<file path="config.mk">
export PLATFORM = sky130hd
export DESIGN_NAME = ibis_telegram_framer_unit
export DESIGN_NICKNAME = d
export VERILOG_FILES = /design/src/itf_pkg.sv /design/src/ibis_telegram_framer_unit.sv
export VERILOG_INCLUDE_DIRS = /design/src /design/src/src
export SDC_FILE = /design/constraint.sdc
export NUM_CORES = 1
export LEC_CHECK = 0
export BUFFER_PORTS_ARGS = -buffer_cell sky130_fd_sc_hd__buf_2
export CORE_ASPECT_RATIO = 0.8
export CORE_UTILIZATION = 55
export CTS_BUF_LIST = sky130_fd_sc_hd__clkbuf_4 sky130_fd_sc_hd__clkbuf_8 sky130_fd_sc_hd__clkbuf_16
export CTS_CLUSTER_DIAMETER = 80
export CTS_CLUSTER_SIZE = 14
export DETAILED_ROUTE_END_ITERATION = 10
export PLACE_DENSITY = 0.79
export SLEW_MARGIN = 25
export SYNTH_ARGS = -nofsm -noshare
export SYNTH_HDL_FRONTEND = slang
export SYNTH_SLANG_ARGS = --single-unit
</file>
<file path="constraint.sdc">
create_clock -name clk -period 7.8 [get_ports clk]
set_input_delay 0.39 -clock clk [delete_from_list [all_inputs] [get_ports clk]]
set_output_delay 0.39 -clock clk [all_outputs]
set_load 0.01 [all_outputs]
</file>
<file path="src/ibis_telegram_framer_unit_assert.svh">
// Assertion macros for the IBIS telegram framer.
`ifndef IBIS_TELEGRAM_FRAMER_UNIT_ASSERT_SVH
`define IBIS_TELEGRAM_FRAMER_UNIT_ASSERT_SVH

// Same-cycle implication, checked outside reset.
`define ITF_ASSERT_NOW(lbl, ante, cons, msg) \
  lbl: assert property (@(posedge clk) disable iff (!rst_n) (ante) |-> (cons)) \
    else $error(msg);

// Next-cycle implication, checked outside reset.
`define ITF_ASSERT_NEXT(lbl, ante, cons, msg) \
  lbl: assert property (@(posedge clk) disable iff (!rst_n) (ante) |=> (cons)) \
    else $error(msg);

`endif

</file>
<file path="src/itf_pkg.sv">
// Shared types, byte constants and umlaut substitution table for the telegram framer.
package itf_pkg;

  typedef logic [7:0] byte_t;

  localparam byte_t LEAD_BYTE = 8'hC3;
  localparam byte_t CR_BYTE   = 8'h0D;
  localparam byte_t XOR_SEED  = 8'h7F;

  localparam int unsigned MAX_RESULTS = 4;

  // Map the byte after a 0xC3 lead to its line substitute; 0 means unknown.
  function automatic byte_t substitute(input byte_t second);
    byte_t sub;
    case (second)
      8'hA4:   sub = 8'h7B;
      8'hB6:   sub = 8'h7C;
      8'hBC:   sub = 8'h7D;
      8'h9F:   sub = 8'h7E;
      8'h84:   sub = 8'h5B;
      8'h96:   sub = 8'h5C;
      8'h9C:   sub = 8'h5D;
      default: sub = 8'h00;
    endcase
    return sub;
  endfunction

endpackage

</file>
<file path="src/ibis_telegram_framer_unit.sv">
// IBIS telegram framer: umlaut substitution, CR and checksum insertion.
//
// Usage:
//   Input channel (in_valid / in_stall) carries one body byte per request,
//   with in_body_end high on the final byte of the telegram body.
//   Output channel (out_valid / out_stall) carries line bytes; out_frame_end
//   is high on the checksum byte that closes the telegram.
//   A request is registered at acceptance, then expanded combinationally into
//   zero to four line bytes held in a small result buffer. The first line
//   byte shows on the output once the expansion of its request has passed
//   from the request register into the result buffer.
//   Plain body bytes flow at one byte per cycle while the receiver does not
//   stall. A request that expands into several line bytes (unknown follower
//   of 0xC3, or the body end with its CR and checksum) sends them one by
//   one; the input is stalled while the result buffer drains. A held 0xC3
//   yields no byte until the next request decides it.
//   When the receiver stalls, the current line byte holds, the buffer stops
//   draining, and the input stalls once the request register is full.
//   Reset (synchronous, active low) empties the buffer and request register,
//   drops any held lead byte and reloads the checksum seed 0x7F.
module ibis_telegram_framer_unit (
  input  logic           clk,
  input  logic           rst_n,
  input  logic           in_valid,
  output logic           in_stall,
  input  itf_pkg::byte_t in_body_byte,
  input  logic           in_body_end,
  output logic           out_valid,
  input  logic           out_stall,
  output itf_pkg::byte_t out_line_byte,
  output logic           out_frame_end
);
  import itf_pkg::*;

  // Request register.
  logic  s1_valid_r, s1_valid_nxt;
  byte_t s1_byte_r;
  logic  s1_end_r;

  // Framing state.
  logic  held_r, held_nxt;
  byte_t xor_r, xor_nxt;

  // Result buffer.
  byte_t      buf_byte_r [MAX_RESULTS];
  logic [3:0] buf_end_r;
  logic [2:0] cnt_r, cnt_nxt;
  logic [1:0] rd_r, rd_nxt;

  // Expansion of the registered request.
  byte_t      res_byte [MAX_RESULTS];
  logic [3:0] res_end;
  logic [2:0] res_cnt;
  byte_t      sub;
  logic       fresh;

  logic in_fire, out_fire, can_load, load;

  assign out_valid     = (cnt_r != 3'd0);
  assign out_line_byte = buf_byte_r[rd_r];
  assign out_frame_end = buf_end_r[rd_r];
  assign out_fire      = out_valid && !out_stall;

  // Load a new expansion when the buffer is empty or its last byte leaves now.
  assign can_load = (cnt_r == 3'd0) || ((cnt_r == 3'd1) && out_fire);
  assign load     = s1_valid_r && can_load;
  assign in_stall = s1_valid_r && !can_load;
  assign in_fire  = in_valid && !in_stall;

  // Expand one body byte into line bytes, folding each one but the checksum byte into the checksum.
  always_comb begin
    for (int i = 0; i < MAX_RESULTS; i++) begin
      res_byte[i] = '0;
    end
    res_end  = '0;
    res_cnt  = '0;
    held_nxt = held_r;
    xor_nxt  = xor_r;
    fresh    = 1'b1;
    sub      = substitute(s1_byte_r);

    if (held_r) begin
      held_nxt = 1'b0;
      if (sub != 8'h00) begin
        res_byte[res_cnt[1:0]] = sub;
        xor_nxt = xor_nxt ^ sub;
        fresh   = 1'b0;
      end else begin
        res_byte[res_cnt[1:0]] = LEAD_BYTE;
        xor_nxt = xor_nxt ^ LEAD_BYTE;
      end
      res_cnt = res_cnt + 3'd1;
    end

    if (fresh) begin
      if (s1_byte_r == LEAD_BYTE) begin
        held_nxt = 1'b1;
      end else begin
        res_byte[res_cnt[1:0]] = s1_byte_r;
        xor_nxt = xor_nxt ^ s1_byte_r;
        res_cnt = res_cnt + 3'd1;
      end
    end

    if (s1_end_r) begin
      // Flush a lead byte still held at the body end.
      if (held_nxt) begin
        held_nxt = 1'b0;
        res_byte[res_cnt[1:0]] = LEAD_BYTE;
        xor_nxt = xor_nxt ^ LEAD_BYTE;
        res_cnt = res_cnt + 3'd1;
      end
      res_byte[res_cnt[1:0]] = CR_BYTE;
      xor_nxt = xor_nxt ^ CR_BYTE;
      res_cnt = res_cnt + 3'd1;
      res_byte[res_cnt[1:0]] = xor_nxt;
      res_end[res_cnt[1:0]]  = 1'b1;
      res_cnt = res_cnt + 3'd1;
      xor_nxt = XOR_SEED;
    end
  end

  // Buffer occupancy and read pointer.
  always_comb begin
    cnt_nxt = cnt_r;
    rd_nxt  = rd_r;
    if (load) begin
      cnt_nxt = res_cnt;
      rd_nxt  = '0;
    end else if (out_fire) begin
      cnt_nxt = cnt_r - 3'd1;
      rd_nxt  = rd_r + 2'd1;
    end
  end

  always_comb begin
    s1_valid_nxt = s1_valid_r;
    if (in_fire) begin
      s1_valid_nxt = 1'b1;
    end else if (load) begin
      s1_valid_nxt = 1'b0;
    end
  end

  // Control state.
  always_ff @(posedge clk) begin
    if (!rst_n) begin
      s1_valid_r <= 1'b0;
      cnt_r      <= '0;
      rd_r       <= '0;
      held_r     <= 1'b0;
      xor_r      <= XOR_SEED;
    end else begin
      s1_valid_r <= s1_valid_nxt;
      cnt_r      <= cnt_nxt;
      rd_r       <= rd_nxt;
      if (load) begin
        held_r <= held_nxt;
        xor_r  <= xor_nxt;
      end
    end
  end

  // Payload registers.
  always_ff @(posedge clk) begin
    if (in_fire) begin
      s1_byte_r <= in_body_byte;
      s1_end_r  <= in_body_end;
    end
    if (load) begin
      buf_byte_r <= res_byte;
      buf_end_r  <= res_end;
    end
  end

`include "ibis_telegram_framer_unit_assert.svh"

  `ITF_ASSERT_NOW(a_cnt_bound, 1'b1, cnt_r <= 3'd4, "result buffer count out of range")
  `ITF_ASSERT_NOW(a_end_is_last, out_valid && out_frame_end, cnt_r == 3'd1, "checksum not last")
  `ITF_ASSERT_NOW(a_stall_has_req, in_stall, s1_valid_r, "input stalled with no request held")
  `ITF_ASSERT_NEXT(a_end_resets, load && s1_end_r, !held_r && xor_r == XOR_SEED, "not reseeded")
  `ITF_ASSERT_NEXT(a_drain_continues, out_fire && (cnt_r > 3'd1), out_valid, "buffer lost bytes")

endmodule
</file>
==> metrics.txt, run 1 <==
# TYPE chip_impl_metric gauge
chip_impl_metric{name="vdd.ir_drop.worst",unit="mV"} 0.188
chip_impl_metric{name="place.detailed.instances",unit=""} 446
chip_impl_metric{name="detail_route.vias_per_cell",unit=""} 6.26
chip_impl_metric{name="die_width",unit="um"} 94.2
chip_impl_metric{name="num-fill-cells",unit=""} 514
chip_impl_metric{name="area_enclosed_by_the_die_boundary",unit="mm^2"} 0.00714
chip_impl_metric{name="portion_of_the_post_synthesis_area_used_by_sequential_elements",unit="%"} 44.1
chip_impl_metric{name="cts.repair_timing.setup_buffer_count",unit=""} 0
chip_impl_metric{name="grt_max_degree",unit=""} 49
chip_impl_metric{name="clock-skew-final",unit="ns"} 0.0127
chip_impl_metric{name="number_of_antenna_violations_at_the_first_check_in_global_routing",unit=""} 0
chip_impl_metric{name="post-route-worst-setup-slack",unit="ns"} 3.83
chip_impl_info{name="critPathCapture",value="cnt_r[2]$_SDFFE_PN0P_"} 1
chip_impl_info{name="rsz0062_at_grt",value="false"} 1
chip_impl_metric{name="max_freq",unit="GHz"} 0.252
chip_impl_metric{name="preCtsSetupSlack",unit="ns"} 3.88
chip_impl_metric{name="whs",unit="ns"} 0.211
chip_impl_metric{name="finalWirelength",unit="um"} 8580
chip_impl_metric{name="place_hpwl",unit="um"} 6110
chip_impl_metric{name="area.growth.synth_to_final",unit="%"} 8.09
chip_impl_metric{name="finalWeightedCongestion",unit=""} 0.964
chip_impl_metric{name="synth.distinct_cells",unit=""} 81
chip_impl_metric{name="p_per_area",unit="mW/mm^2"} 251
chip_impl_metric{name="final_period_minus_worst_setup_slack",unit="ns"} 3.97
chip_impl_metric{name="grt_remaining_overflow",unit=""} 0
chip_impl_info{name="cts_tree",value="yes"} 1
chip_impl_info{name="run_status",value="completed"} 1
chip_impl_metric{name="floorplan.rows",unit=""} 26
chip_impl_info{name="hold_start",value="in_body_end"} 1
chip_impl_info{name="worst_path_max_delay_cell",value="or2_1"} 1
chip_impl_metric{name="worst_r2r_path_depth",unit=""} 13
chip_impl_metric{name="final-max-slew-violation-count",unit=""} 0
chip_impl_metric{name="floorplan.core_area",unit="mm^2"} 0.00647
chip_impl_metric{name="yosysWarnings",unit=""} 0
chip_impl_info{name="worst_flop_to_flop_path_endpoint",value="cnt_r[2]$_SDFFE_PN0P_"} 1
chip_impl_info{name="holdCritPathClass",value="in2reg"} 1
chip_impl_metric{name="design.portCount",unit=""} 24
chip_impl_metric{name="antenna_cells_inserted",unit=""} 0
chip_impl_metric{name="register_area",unit="mm^2"} 0.00165
chip_impl_metric{name="synth-edff-count",unit=""} 45
chip_impl_metric{name="grt.total_usage",unit="%"} 26.1
chip_impl_metric{name="htree_levels",unit=""} 3
chip_impl_metric{name="clock_insertion_delay_worst_skew",unit="ns"} 0.36
chip_impl_metric{name="avgRoutedWirePerCell",unit="um"} 18.6
chip_impl_metric{name="synth_nets",unit=""} 380
chip_impl_metric{name="total_number_of_vias",unit=""} 2890
chip_impl_info{name="yosysTopAreaCell",value="edfxtp_1"} 1
chip_impl_metric{name="number_of_cts_inserted_buffers",unit=""} 9
chip_impl_info{name="highest-signal-layer",value="met4"} 1
chip_impl_metric{name="cellLeakagePower",unit="nW"} 1.44
chip_impl_info{name="setup.worst_path.start",value="s1_byte_r[4]$_DFFE_PP_"} 1
chip_impl_metric{name="mean_instance_size_in_the_synthesized_netlist",unit="um^2"} 10.4
chip_impl_metric{name="pre_antenna_drt_iters",unit=""} 5
chip_impl_metric{name="drt-initial-drc-count",unit=""} 306
chip_impl_info{name="most_used_standard_cells_in_the_synthesized_netlist",value="edfxtp_1 (45), nand2_1 (29), nor2_1 (29)"} 1
chip_impl_metric{name="critical_path_required",unit="ns"} 8.08
chip_impl_metric{name="layoutNonFillerInstCount",unit=""} 462
chip_impl_info{name="yosysMostFrequentCell",value="edfxtp_1"} 1
chip_impl_info{name="criticalPathCategory",value="reg2reg"} 1
chip_impl_info{name="cp-end-kind",value="register"} 1
chip_impl_metric{name="total_area_of_multi_input_combinational_cells",unit="mm^2"} 0.00188
chip_impl_metric{name="met3_length",unit="um"} 715
chip_impl_metric{name="floorplan.initialDensity",unit="%"} 57.8
chip_impl_metric{name="postSynthRegisterBits",unit=""} 60
chip_impl_metric{name="synth-async-reset-ratio",unit="%"} 0
chip_impl_metric{name="layout_cell_share_with_drive_strength_beyond_1",unit="%"} 19.3
chip_impl_metric{name="finalSetupViolations",unit=""} 0
chip_impl_metric{name="synth.cell_area",unit="mm^2"} 0.00374
chip_impl_metric{name="drv.max_cap_violation_count",unit=""} 0
chip_impl_metric{name="cts.repair.resized",unit=""} 0
chip_impl_metric{name="first_pass_grt_wire_length",unit="um"} 13500
chip_impl_metric{name="buffer_ports.inserted",unit=""} 23
chip_impl_info{name="cts-root-buf",value="clkbuf_8"} 1
chip_impl_metric{name="tightestPinTransition",unit="ns"} 0.831
chip_impl_metric{name="worst_path_fanout_max",unit=""} 19
chip_impl_metric{name="cts-hold-fix-buffers",unit=""} 0
chip_impl_metric{name="cp_data_arrival_time",unit="ns"} 4.25
chip_impl_metric{name="chipHeight",unit="um"} 75.8
chip_impl_info{name="worstPathCellList",value="nand4bb_1 > or2_1 > inv_6 > ha_1 > nor2_1 > nand2_1 > a21boi_0 > ha_1 > inv_1 > xnor2_1 > nand4_1 > a32o_1 > a221oi_2"} 1
chip_impl_metric{name="final_min_period_over_clock_period",unit="%"} 51.0
chip_impl_metric{name="wl_met1",unit="um"} 4070
chip_impl_metric{name="drtAntennaViolNets",unit=""} 0
chip_impl_metric{name="cpPeakStageDelay",unit="ns"} 0.63
chip_impl_metric{name="hold_violations",unit=""} 0
chip_impl_metric{name="cts-root-to-sink-buffers",unit=""} 2
chip_impl_info{name="synth_ff_type",value="edfxtp_1"} 1
chip_impl_info{name="worstSetupStartpointType",value="register"} 1
chip_impl_info{name="yosys-top-cells-area",value="edfxtp_1 (36%), dfxtp_1 (8.0%), mux4_2 (5.4%)"} 1
chip_impl_metric{name="detail_route.drc_violations",unit=""} 0
chip_impl_metric{name="grt_pass1_vias",unit=""} 2570
chip_impl_metric{name="slew-limit-headroom",unit="%"} 44.5
chip_impl_metric{name="synth_cells",unit=""} 359
chip_impl_metric{name="setup.reg_to_reg.worst_slack",unit="ns"} 3.83
chip_impl_metric{name="synth_top_cell_area_share",unit="%"} 36.1
chip_impl_info{name="worst_path_most_repeated_cell",value="ha_1"} 1
chip_impl_metric{name="setup-tns-final",unit="ns"} 0
chip_impl_metric{name="wl_met2",unit="um"} 3690
chip_impl_info{name="regToRegStartpoint",value="s1_byte_r[4]$_DFFE_PP_"} 1
chip_impl_metric{name="clkTransAtPathRegs",unit="ns"} 0.08
chip_impl_metric{name="clock-sinks",unit=""} 60
chip_impl_metric{name="layout.nets",unit=""} 394
[report_power, final]
group	internal (W)	switching, W	leakage, nW	total, W
logic	0.000122	0.000157	0.790	0.000279
clock network	0.000149	0.000134	0.104	0.000283
registers	0.000409	0.0000439	0.549	0.000453
[how the worst min path moves through the flow]
| stage | endpoint | depth (start not counted) |
|---|---|---|
| 2_1_floorplan | xor_r[7]$_SDFFE_PN0P_ | 2 |
| 3_3_place_gp | xor_r[7]$_SDFFE_PN0P_ | 2 |
| 3_5_place_dp | xor_r[7]$_SDFFE_PN0P_ | 2 |
| 4_1_cts | s1_end_r$_DFFE_PP_ | 1 |
| 5_1_grt | s1_byte_r[7]$_DFFE_PP_ | 1 |
| 6_report | s1_end_r$_DFFE_PP_ | 1 |
[through the flow]
| step | utilization, % | area (um^2) | power (W) |
|---|---|---|---|
| final | 62.5 | 4050 | 0.00102 |
| after global routing | 62.5 | 4050 | 0.00107 |
| after CTS | 62.5 | 4050 | 0.00102 |
| after detailed placement | 59.4 | 3850 | 0.000738 |
| after global placement | 59.4 | 3850 | 0.000734 |
| after floorplan | - | 3740 | 0.000662 |
[logic make-up (layout without fill, tap and decap cells)]
logic type	count (synthesis)	after routing	synth area share (%)
flip-flops	60	60	44.1
AND/OR/NAND/NOR	115	115	16.5
multiplexers	16	16	7.45
AO/OA/AOI/OAI	103	103	19.9
buffers and inverters	41	60	5.61
adder cells (fa/ha/maj)	8	8	2.67
XOR/XNOR	16	16	3.74
[layout by cell type (no fill, tap or decap), drive strengths merged, types with 8 or more instances in the layout]
cell    instances
buf            25
a21oi          15
o21ai          30
nand2          31
clkbuf          9
inv            20
xnor2          11
mux4            9
nand2b          8
edfxtp         45
ha              8
dfxtp          15
nor2           31
[cell type report]
type                       count  area share [%]
clock buffer                   9            3.06
clock inverter                 7            1.86
inverter                      19            1.95
multi-input combinational    258            46.5
sequential                    60            40.8
tap                           84            2.60
timing repair buffer          25            3.22
[registers in the layout (all words and copies together) (netlist names)]
register	count
buf_byte_r	32
s1_end_r	1
xor_r	8
held_r	1
s1_byte_r	8
cnt_r	3
buf_end_r	4
rd_r	2
s1_valid_r	1
[layer usage]
layer  up-vias  track usage, %
li1       1392               -
met1      1357            36.1
met2       128            39.5
met3        13            7.88
met4         0            8.21
met5         -               0
[worst max-delay path: cells and delay by family, from the launching register on]
family / cells / cell delay (ns)
and+or+nand+nor: 5 / 1.25
adders and majority gates: 2 / 0.87
buffers and inverters: 2 / 0.22
AOI/OAI and AO/OA: 3 / 0.83
xor gates and xnor gates: 1 / 0.11
DFF: 1 / 0.60
Note: power is estimated with default switching activity, not from simulation.
==> run 2, diff against run 1 <==
==> constraint.sdc (replaced) <==
create_clock -name clk -period 3.94 [get_ports clk]
set_input_delay 0.197 -clock clk [delete_from_list [all_inputs] [get_ports clk]]
set_output_delay 0.197 -clock clk [all_outputs]
set_load 0.01 [all_outputs]
==> run 2 against run 1 <==
Against the previous run: worst hold slack worse by 0.18 ns; non-clock buffer count rose by 10; largest power group unchanged; first-iteration DRC count up 12%; clock power up 96%; power is 99% higher; clock skew is 0.0052 ns lower; cell count is 2.2% higher; flip-flop and latch count unchanged; utilization grew 1.2 points; setup slack worse by 3.3 ns; register-to-register slack got worse by 3.3 ns; combinational power rose by 110%.
==> metrics.txt, run 2 (same netlist as run 1, synthesis figures left out) <==
# TYPE chip_impl_metric gauge
chip_impl_metric{name="number_of_antenna_violations_at_the_first_check_in_global_routing",unit=""} 0
chip_impl_metric{name="cts-hold-fix-buffers",unit=""} 0
chip_impl_metric{name="layout_cell_share_with_drive_strength_beyond_1",unit="%"} 21.4
chip_impl_metric{name="largest_register_ffs",unit=""} 32
chip_impl_metric{name="finalSetupViolations",unit=""} 0
chip_impl_info{name="worstSetupStartpointType",value="register"} 1
chip_impl_metric{name="first_pass_grt_wire_length",unit="um"} 14400
chip_impl_metric{name="whs_path_depth",unit=""} 1
chip_impl_metric{name="met3_length",unit="um"} 687
chip_impl_metric{name="grt_pass1_vias",unit=""} 2728
chip_impl_metric{name="place_hpwl",unit="um"} 6700
chip_impl_metric{name="finalWirelength",unit="um"} 9020
chip_impl_info{name="holdCritPathClass",value="in2reg"} 1
chip_impl_metric{name="floorplan.initialDensity",unit="%"} 57.8
chip_impl_metric{name="cellLeakagePower",unit="nW"} 1.48
chip_impl_info{name="critPathCapture",value="cnt_r[2]$_SDFFE_PN0P_"} 1
chip_impl_info{name="criticalPathCategory",value="reg2reg"} 1
chip_impl_info{name="cts-root-buf",value="clkbuf_8"} 1
chip_impl_metric{name="wl_met2",unit="um"} 4050
chip_impl_metric{name="number_of_cts_inserted_buffers",unit=""} 9
chip_impl_metric{name="whs",unit="ns"} 0.0294
chip_impl_metric{name="hold_violations",unit=""} 0
chip_impl_metric{name="final_period_minus_worst_setup_slack",unit="ns"} 3.41
chip_impl_metric{name="floorplan.rows",unit=""} 26
chip_impl_metric{name="slew-limit-headroom",unit="%"} 49.4
chip_impl_metric{name="clock-skew-final",unit="ns"} 0.00750
chip_impl_metric{name="avgRoutedWirePerCell",unit="um"} 19.1
chip_impl_metric{name="layout.nets",unit=""} 404
chip_impl_metric{name="die_width",unit="um"} 94.2
chip_impl_metric{name="drv.max_cap_violation_count",unit=""} 0
chip_impl_metric{name="cts.repair.resized",unit=""} 0
chip_impl_metric{name="area_enclosed_by_the_die_boundary",unit="mm^2"} 0.00714
chip_impl_metric{name="grt_remaining_overflow",unit=""} 0
chip_impl_metric{name="clock_insertion_delay_worst_skew",unit="ns"} 0.34
chip_impl_metric{name="cts.repair_timing.setup_buffer_count",unit=""} 0
chip_impl_metric{name="clkTransAtPathRegs",unit="ns"} 0.07
chip_impl_metric{name="htree_levels",unit=""} 3
chip_impl_metric{name="max_freq",unit="GHz"} 0.293
chip_impl_metric{name="detail_route.vias_per_cell",unit=""} 6.33
chip_impl_metric{name="detail_route.drc_violations",unit=""} 0
chip_impl_info{name="run_status",value="completed"} 1
chip_impl_metric{name="worst_path_fanout_max",unit=""} 12
chip_impl_metric{name="num-fill-cells",unit=""} 517
chip_impl_metric{name="clock-sinks",unit=""} 60
chip_impl_info{name="final_cell_mix",value="edfxtp_1 (45), nor2_1 (29), nand2_1 (29), o21ai_0 (25), buf_2 (23)"} 1
chip_impl_metric{name="area.growth.synth_to_final",unit="%"} 10.1
chip_impl_metric{name="tightestPinTransition",unit="ns"} 0.758
chip_impl_metric{name="final_min_period_over_clock_period",unit="%"} 86.5
chip_impl_metric{name="cp_data_arrival_time",unit="ns"} 3.67
chip_impl_metric{name="cts-root-to-sink-buffers",unit=""} 2
chip_impl_metric{name="total_area_of_multi_input_combinational_cells",unit="mm^2"} 0.00188
chip_impl_metric{name="vdd.ir_drop.worst",unit="mV"} 0.288
chip_impl_metric{name="pre_antenna_drt_iters",unit=""} 5
chip_impl_metric{name="floorplan.core_area",unit="mm^2"} 0.00647
chip_impl_metric{name="register_area",unit="mm^2"} 0.00165
chip_impl_info{name="largest_register",value="buf_byte_r"} 1
chip_impl_info{name="regToRegStartpoint",value="s1_byte_r[5]$_DFFE_PP_"} 1
chip_impl_metric{name="drtAntennaViolNets",unit=""} 0
chip_impl_info{name="highest-signal-layer",value="met4"} 1
chip_impl_metric{name="grt.total_usage",unit="%"} 27.7
chip_impl_metric{name="critical_path_required",unit="ns"} 4.20
chip_impl_metric{name="p_per_area",unit="mW/mm^2"} 490
chip_impl_info{name="worst_flop_to_flop_path_endpoint",value="cnt_r[2]$_SDFFE_PN0P_"} 1
chip_impl_metric{name="buffer_ports.inserted",unit=""} 23
chip_impl_metric{name="drt-initial-drc-count",unit=""} 343
chip_impl_info{name="layout.cells.most_common",value="edfxtp_1"} 1
chip_impl_metric{name="total_number_of_vias",unit=""} 2986
chip_impl_info{name="largest_registers_in_the_final_layout",value="buf_byte_r: 32 flops, s1_byte_r: 8 flops, xor_r: 8 flops"} 1
chip_impl_info{name="rsz0062_at_grt",value="false"} 1
chip_impl_metric{name="worst_r2r_path_depth",unit=""} 13
chip_impl_metric{name="design.portCount",unit=""} 24
chip_impl_metric{name="chipHeight",unit="um"} 75.8
chip_impl_metric{name="antenna_cells_inserted",unit=""} 0
chip_impl_metric{name="setup-tns-final",unit="ns"} 0
chip_impl_metric{name="grt_max_degree",unit=""} 37
chip_impl_info{name="cts_tree",value="yes"} 1
chip_impl_info{name="setup.worst_path.start",value="s1_byte_r[5]$_DFFE_PP_"} 1
chip_impl_metric{name="setup.reg_to_reg.worst_slack",unit="ns"} 0.53
chip_impl_info{name="cp-end-kind",value="register"} 1
chip_impl_metric{name="wl_met1",unit="um"} 4090
chip_impl_metric{name="final-max-slew-violation-count",unit=""} 0
chip_impl_metric{name="finalWeightedCongestion",unit=""} 0.963
## run 2: cell types whose count changed in the layout (fill, tap and decap cells not counted), sizes merged
cell	before	now
clkinv	5	2
buf	25	35
clkinvlp	0	3
## run 2: critical path: stages (launching register included)
cell	delay, ns
edfxtp_1	0.44
nand4bb_1	0.32
or2_1	0.39
inv_6	0.14
ha_1	0.36
nor2_1	0.12
nand2_1	0.10
a21boi_0	0.27
ha_1	0.31
inv_1	0.10
xnor2_1	0.12
nand4_1	0.11
a32o_1	0.29
a221oi_2	0.24
## run 2: where the power goes
| part | leakage [nW] | internal, W | switching [W] |
|---|---|---|---|
| clock | 0.0923 | 0.000295 | 0.000260 |
| sequential | 0.549 | 0.000810 | 0.0000750 |
| combinational | 0.838 | 0.000248 | 0.000332 |
## run 2: per-stage QoR
step                instances  area [um^2]  util (%)  power (W)  setup WS [ns]
detailed placement        456         3920      60.6    0.00148          0.564
CTS                       472         4120      63.7    0.00203          0.540
finish                    472         4120      63.7    0.00202          0.532
global placement          456         3920      60.6    0.00146          0.653
global route              472         4120      63.7    0.00213          0.259
floorplan                 359         3740         -    0.00131          0.745
## run 2: worst min-delay path by stage
| stage | from | endpoint | slack [ns] |
|---|---|---|---|
| 3_5_place_dp | in_body_byte[6] | s1_byte_r[6]$_DFFE_PP_ | 0.38 |
| 6_report | in_body_end | s1_end_r$_DFFE_PP_ | 0.03 |
| 2_1_floorplan | in_body_byte[0] | s1_byte_r[0]$_DFFE_PP_ | 0.30 |
| 5_1_grt | in_body_byte[0] | s1_byte_r[0]$_DFFE_PP_ | 0.02 |
| 3_3_place_gp | in_body_byte[6] | s1_byte_r[6]$_DFFE_PP_ | 0.37 |
| 4_1_cts | in_body_end | s1_end_r$_DFFE_PP_ | 0.02 |
## run 2: layer usage
metal / track usage (%) / vias to the layer above
li1: - / 1413
met3: 6.09 / 20
met1: 38.8 / 1408
met4: 11.1 / 0
met2: 42.0 / 145
met5: 0 / -
## run 2: final cells by class
class / instances / area share, %
multi-input cells: 258 / 45.7
flip-flops and latches: 60 / 40.1
repair buffers: 35 / 4.98
clock buffers: 9 / 3.01
well taps: 84 / 2.55
inverters: 19 / 1.91
clock inverters: 7 / 1.82
==> run 3, diff against run 2 <==
--- a/config.mk
+++ b/config.mk
@@ -14,6 +14,8 @@
 export CTS_CLUSTER_SIZE = 14
 export DETAILED_ROUTE_END_ITERATION = 10
 export PLACE_DENSITY = 0.79
+export RECOVER_POWER = 25
+export SKIP_LAST_GASP = 1
 export SLEW_MARGIN = 25
 export SYNTH_ARGS = -nofsm -noshare
 export SYNTH_HDL_FRONTEND = slang
==> run 3 against run 2 <==
Against the previous run: worst hold slack gained 0.0013 ns; register-to-register slack improved by 0.02 ns; non-clock buffer count stayed put; fmax rose by 0.56%; wire length grew 0.13%; largest power group unchanged.
==> metrics.txt, run 3 (same netlist as run 1, synthesis figures left out) <==
# TYPE chip_impl_metric gauge
chip_impl_metric{name="design.portCount",unit=""} 24
chip_impl_metric{name="total_number_of_vias",unit=""} 2970
chip_impl_info{name="rsz0062_at_grt",value="false"} 1
chip_impl_info{name="cts-root-buf",value="clkbuf_8"} 1
chip_impl_metric{name="preCtsSetupSlack",unit="ns"} 0.564
chip_impl_info{name="hold_start",value="in_body_end"} 1
chip_impl_metric{name="cts.repair.resized",unit=""} 0
chip_impl_metric{name="register_area",unit="mm^2"} 0.00165
chip_impl_metric{name="critical_path_required",unit="ns"} 4.20
chip_impl_metric{name="p_per_area",unit="mW/mm^2"} 489
chip_impl_metric{name="number_of_cts_inserted_buffers",unit=""} 9
chip_impl_metric{name="post-route-worst-setup-slack",unit="ns"} 0.552
chip_impl_metric{name="vdd.ir_drop.worst",unit="mV"} 0.288
chip_impl_metric{name="avgRoutedWirePerCell",unit="um"} 19.1
chip_impl_metric{name="place.detailed.instances",unit=""} 456
chip_impl_metric{name="htree_levels",unit=""} 3
chip_impl_info{name="holdCritPathClass",value="in2reg"} 1
chip_impl_metric{name="clock-sinks",unit=""} 60
chip_impl_metric{name="place_hpwl",unit="um"} 6700
chip_impl_info{name="regToRegStartpoint",value="s1_byte_r[5]$_DFFE_PP_"} 1
chip_impl_metric{name="grt_remaining_overflow",unit=""} 0
chip_impl_metric{name="cts.repair_timing.setup_buffer_count",unit=""} 0
chip_impl_metric{name="largest_register_ffs",unit=""} 32
chip_impl_metric{name="layout_cell_share_with_drive_strength_beyond_1",unit="%"} 18.8
chip_impl_info{name="cts_tree",value="yes"} 1
chip_impl_metric{name="area.growth.synth_to_final",unit="%"} 9.79
chip_impl_metric{name="slew-limit-headroom",unit="%"} 49.3
chip_impl_metric{name="grt_max_degree",unit=""} 37
chip_impl_info{name="layout.cells.most_common",value="edfxtp_1"} 1
chip_impl_metric{name="finalWirelength",unit="um"} 9030
chip_impl_metric{name="number_of_antenna_violations_at_the_first_check_in_global_routing",unit=""} 0
chip_impl_metric{name="cts-root-to-sink-buffers",unit=""} 2
chip_impl_metric{name="netSwitchingPower",unit="W"} 0.000668
chip_impl_info{name="final_cell_mix",value="edfxtp_1 (45), nor2_1 (29), nand2_1 (29), o21ai_0 (25)"} 1
chip_impl_metric{name="clkTransAtPathRegs",unit="ns"} 0.07
chip_impl_metric{name="drtAntennaViolNets",unit=""} 0
chip_impl_info{name="cp-end-kind",value="register"} 1
chip_impl_metric{name="clkPwrFrac",unit="%"} 27.5
chip_impl_info{name="run_status",value="completed"} 1
chip_impl_metric{name="hold_violations",unit=""} 0
chip_impl_metric{name="num-fill-cells",unit=""} 524
chip_impl_metric{name="pwr-share-seq",unit="%"} 44.1
chip_impl_metric{name="final_min_period_over_clock_period",unit="%"} 86.0
chip_impl_metric{name="tightestPinTransition",unit="ns"} 0.758
chip_impl_metric{name="power_switching_share",unit="%"} 33.2
chip_impl_metric{name="layoutNonFillerInstCount",unit=""} 472
chip_impl_metric{name="final_period_minus_worst_setup_slack",unit="ns"} 3.39
chip_impl_metric{name="setup.reg_to_reg.worst_slack",unit="ns"} 0.55
chip_impl_metric{name="drt-initial-drc-count",unit=""} 361
chip_impl_metric{name="max_freq",unit="GHz"} 0.295
chip_impl_metric{name="finalWeightedCongestion",unit=""} 0.963
chip_impl_metric{name="grt_pass1_vias",unit=""} 2728
chip_impl_metric{name="cell_internal_pwr",unit="W"} 0.00134
chip_impl_metric{name="floorplan.core_area",unit="mm^2"} 0.00647
chip_impl_metric{name="detail_route.vias_per_cell",unit=""} 6.29
chip_impl_metric{name="area_enclosed_by_the_die_boundary",unit="mm^2"} 0.00714
chip_impl_metric{name="whs",unit="ns"} 0.0307
chip_impl_info{name="largest_register",value="buf_byte_r"} 1
chip_impl_metric{name="clock-skew-final",unit="ns"} 0.00816
chip_impl_metric{name="antenna_cells_inserted",unit=""} 0
chip_impl_metric{name="worst_path_fanout_max",unit=""} 12
chip_impl_metric{name="cp_data_arrival_time",unit="ns"} 3.65
chip_impl_metric{name="chipHeight",unit="um"} 75.8
chip_impl_metric{name="clock_insertion_delay_worst_skew",unit="ns"} 0.34
chip_impl_metric{name="utilization",unit="%"} 63.5
chip_impl_metric{name="final-max-slew-violation-count",unit=""} 0
chip_impl_info{name="largest_registers_in_the_final_layout",value="buf_byte_r: 32 flops, s1_byte_r: 8 flops, xor_r: 8 flops"} 1
chip_impl_metric{name="first_pass_grt_wire_length",unit="um"} 14400
chip_impl_info{name="setup.worst_path.start",value="s1_byte_r[5]$_DFFE_PP_"} 1
chip_impl_metric{name="grt.total_usage",unit="%"} 27.7
chip_impl_metric{name="floorplan.rows",unit=""} 26
chip_impl_metric{name="layout.nets",unit=""} 404
chip_impl_metric{name="total_area_of_multi_input_combinational_cells",unit="mm^2"} 0.00188
chip_impl_metric{name="die_width",unit="um"} 94.2
chip_impl_metric{name="pre_antenna_drt_iters",unit=""} 5
chip_impl_metric{name="setup-tns-final",unit="ns"} 0
chip_impl_metric{name="cellLeakagePower",unit="nW"} 1.45
chip_impl_metric{name="buffer_ports.inserted",unit=""} 23
chip_impl_info{name="worstSetupStartpointType",value="register"} 1
chip_impl_info{name="criticalPathCategory",value="reg2reg"} 1
chip_impl_metric{name="cts-hold-fix-buffers",unit=""} 0
chip_impl_metric{name="comb_power_share",unit="%"} 28.4
chip_impl_metric{name="detail_route.drc_violations",unit=""} 0
chip_impl_metric{name="floorplan.initialDensity",unit="%"} 57.8
chip_impl_metric{name="drv.max_cap_violation_count",unit=""} 0
chip_impl_metric{name="finalSetupViolations",unit=""} 0
## run 3: power by group through the flow
stage | clock, W | sequential, W | combinational, W
4_1_cts | 0.000561 | 0.000887 | 0.000577
3_5_place_dp | 0 | 0.000901 | 0.000575
6_report | 0.000553 | 0.000886 | 0.000570
5_1_grt | 0.000581 | 0.000901 | 0.000636
3_3_place_gp | 0 | 0.000891 | 0.000570
2_1_floorplan | 0 | 0.000862 | 0.000448
## run 3: cell type report
class | instances | share of cell area [%]
timing repair buffer | 35 | 4.72
inverter | 19 | 1.92
multi-input combinational | 258 | 45.8
clock buffer | 9 | 3.01
sequential | 60 | 40.2
tap | 84 | 2.56
clock inverter | 7 | 1.83
## run 3: per-layer routing
metal / part of all wire [%] / GRT usage (%) / up-vias
li1: - / - / 1413
met1: 45 / 38.8 / 1394
met2: 45 / 42.0 / 141
met3: 7.6 / 6.09 / 22
met4: 2.3 / 11.1 / 0
met5: 0 / 0 / -
## run 3: worst paths after layout
path                            cells after the start               endpoint
worst max-delay path                               13  cnt_r[2]$_SDFFE_PN0P_
worst min-delay path                                1     s1_end_r$_DFFE_PP_
worst min register to register                      2  xor_r[7]$_SDFFE_PN0P_
worst max register to register                     13  cnt_r[2]$_SDFFE_PN0P_
## run 3: stage by stage
stage | area, um^2 | power, W
2_1_floorplan | 3740 | 0.00131
4_1_cts | 4120 | 0.00203
3_3_place_gp | 3920 | 0.00146
5_1_grt | 4110 | 0.00212
6_report | 4110 | 0.00201
3_5_place_dp | 3920 | 0.00148
## run 3: critical path: stages (launching register included)
cell and delay, ns:
edfxtp_1 0.45, nand4bb_1 0.32, or2_1 0.39, inv_6 0.14, ha_1 0.35, nor2_1 0.12
nand2_1 0.10, a21boi_0 0.27, ha_1 0.31, inv_1 0.10, xnor2_1 0.12, nand4_1 0.11
a32o_1 0.29, a221oi_2 0.24
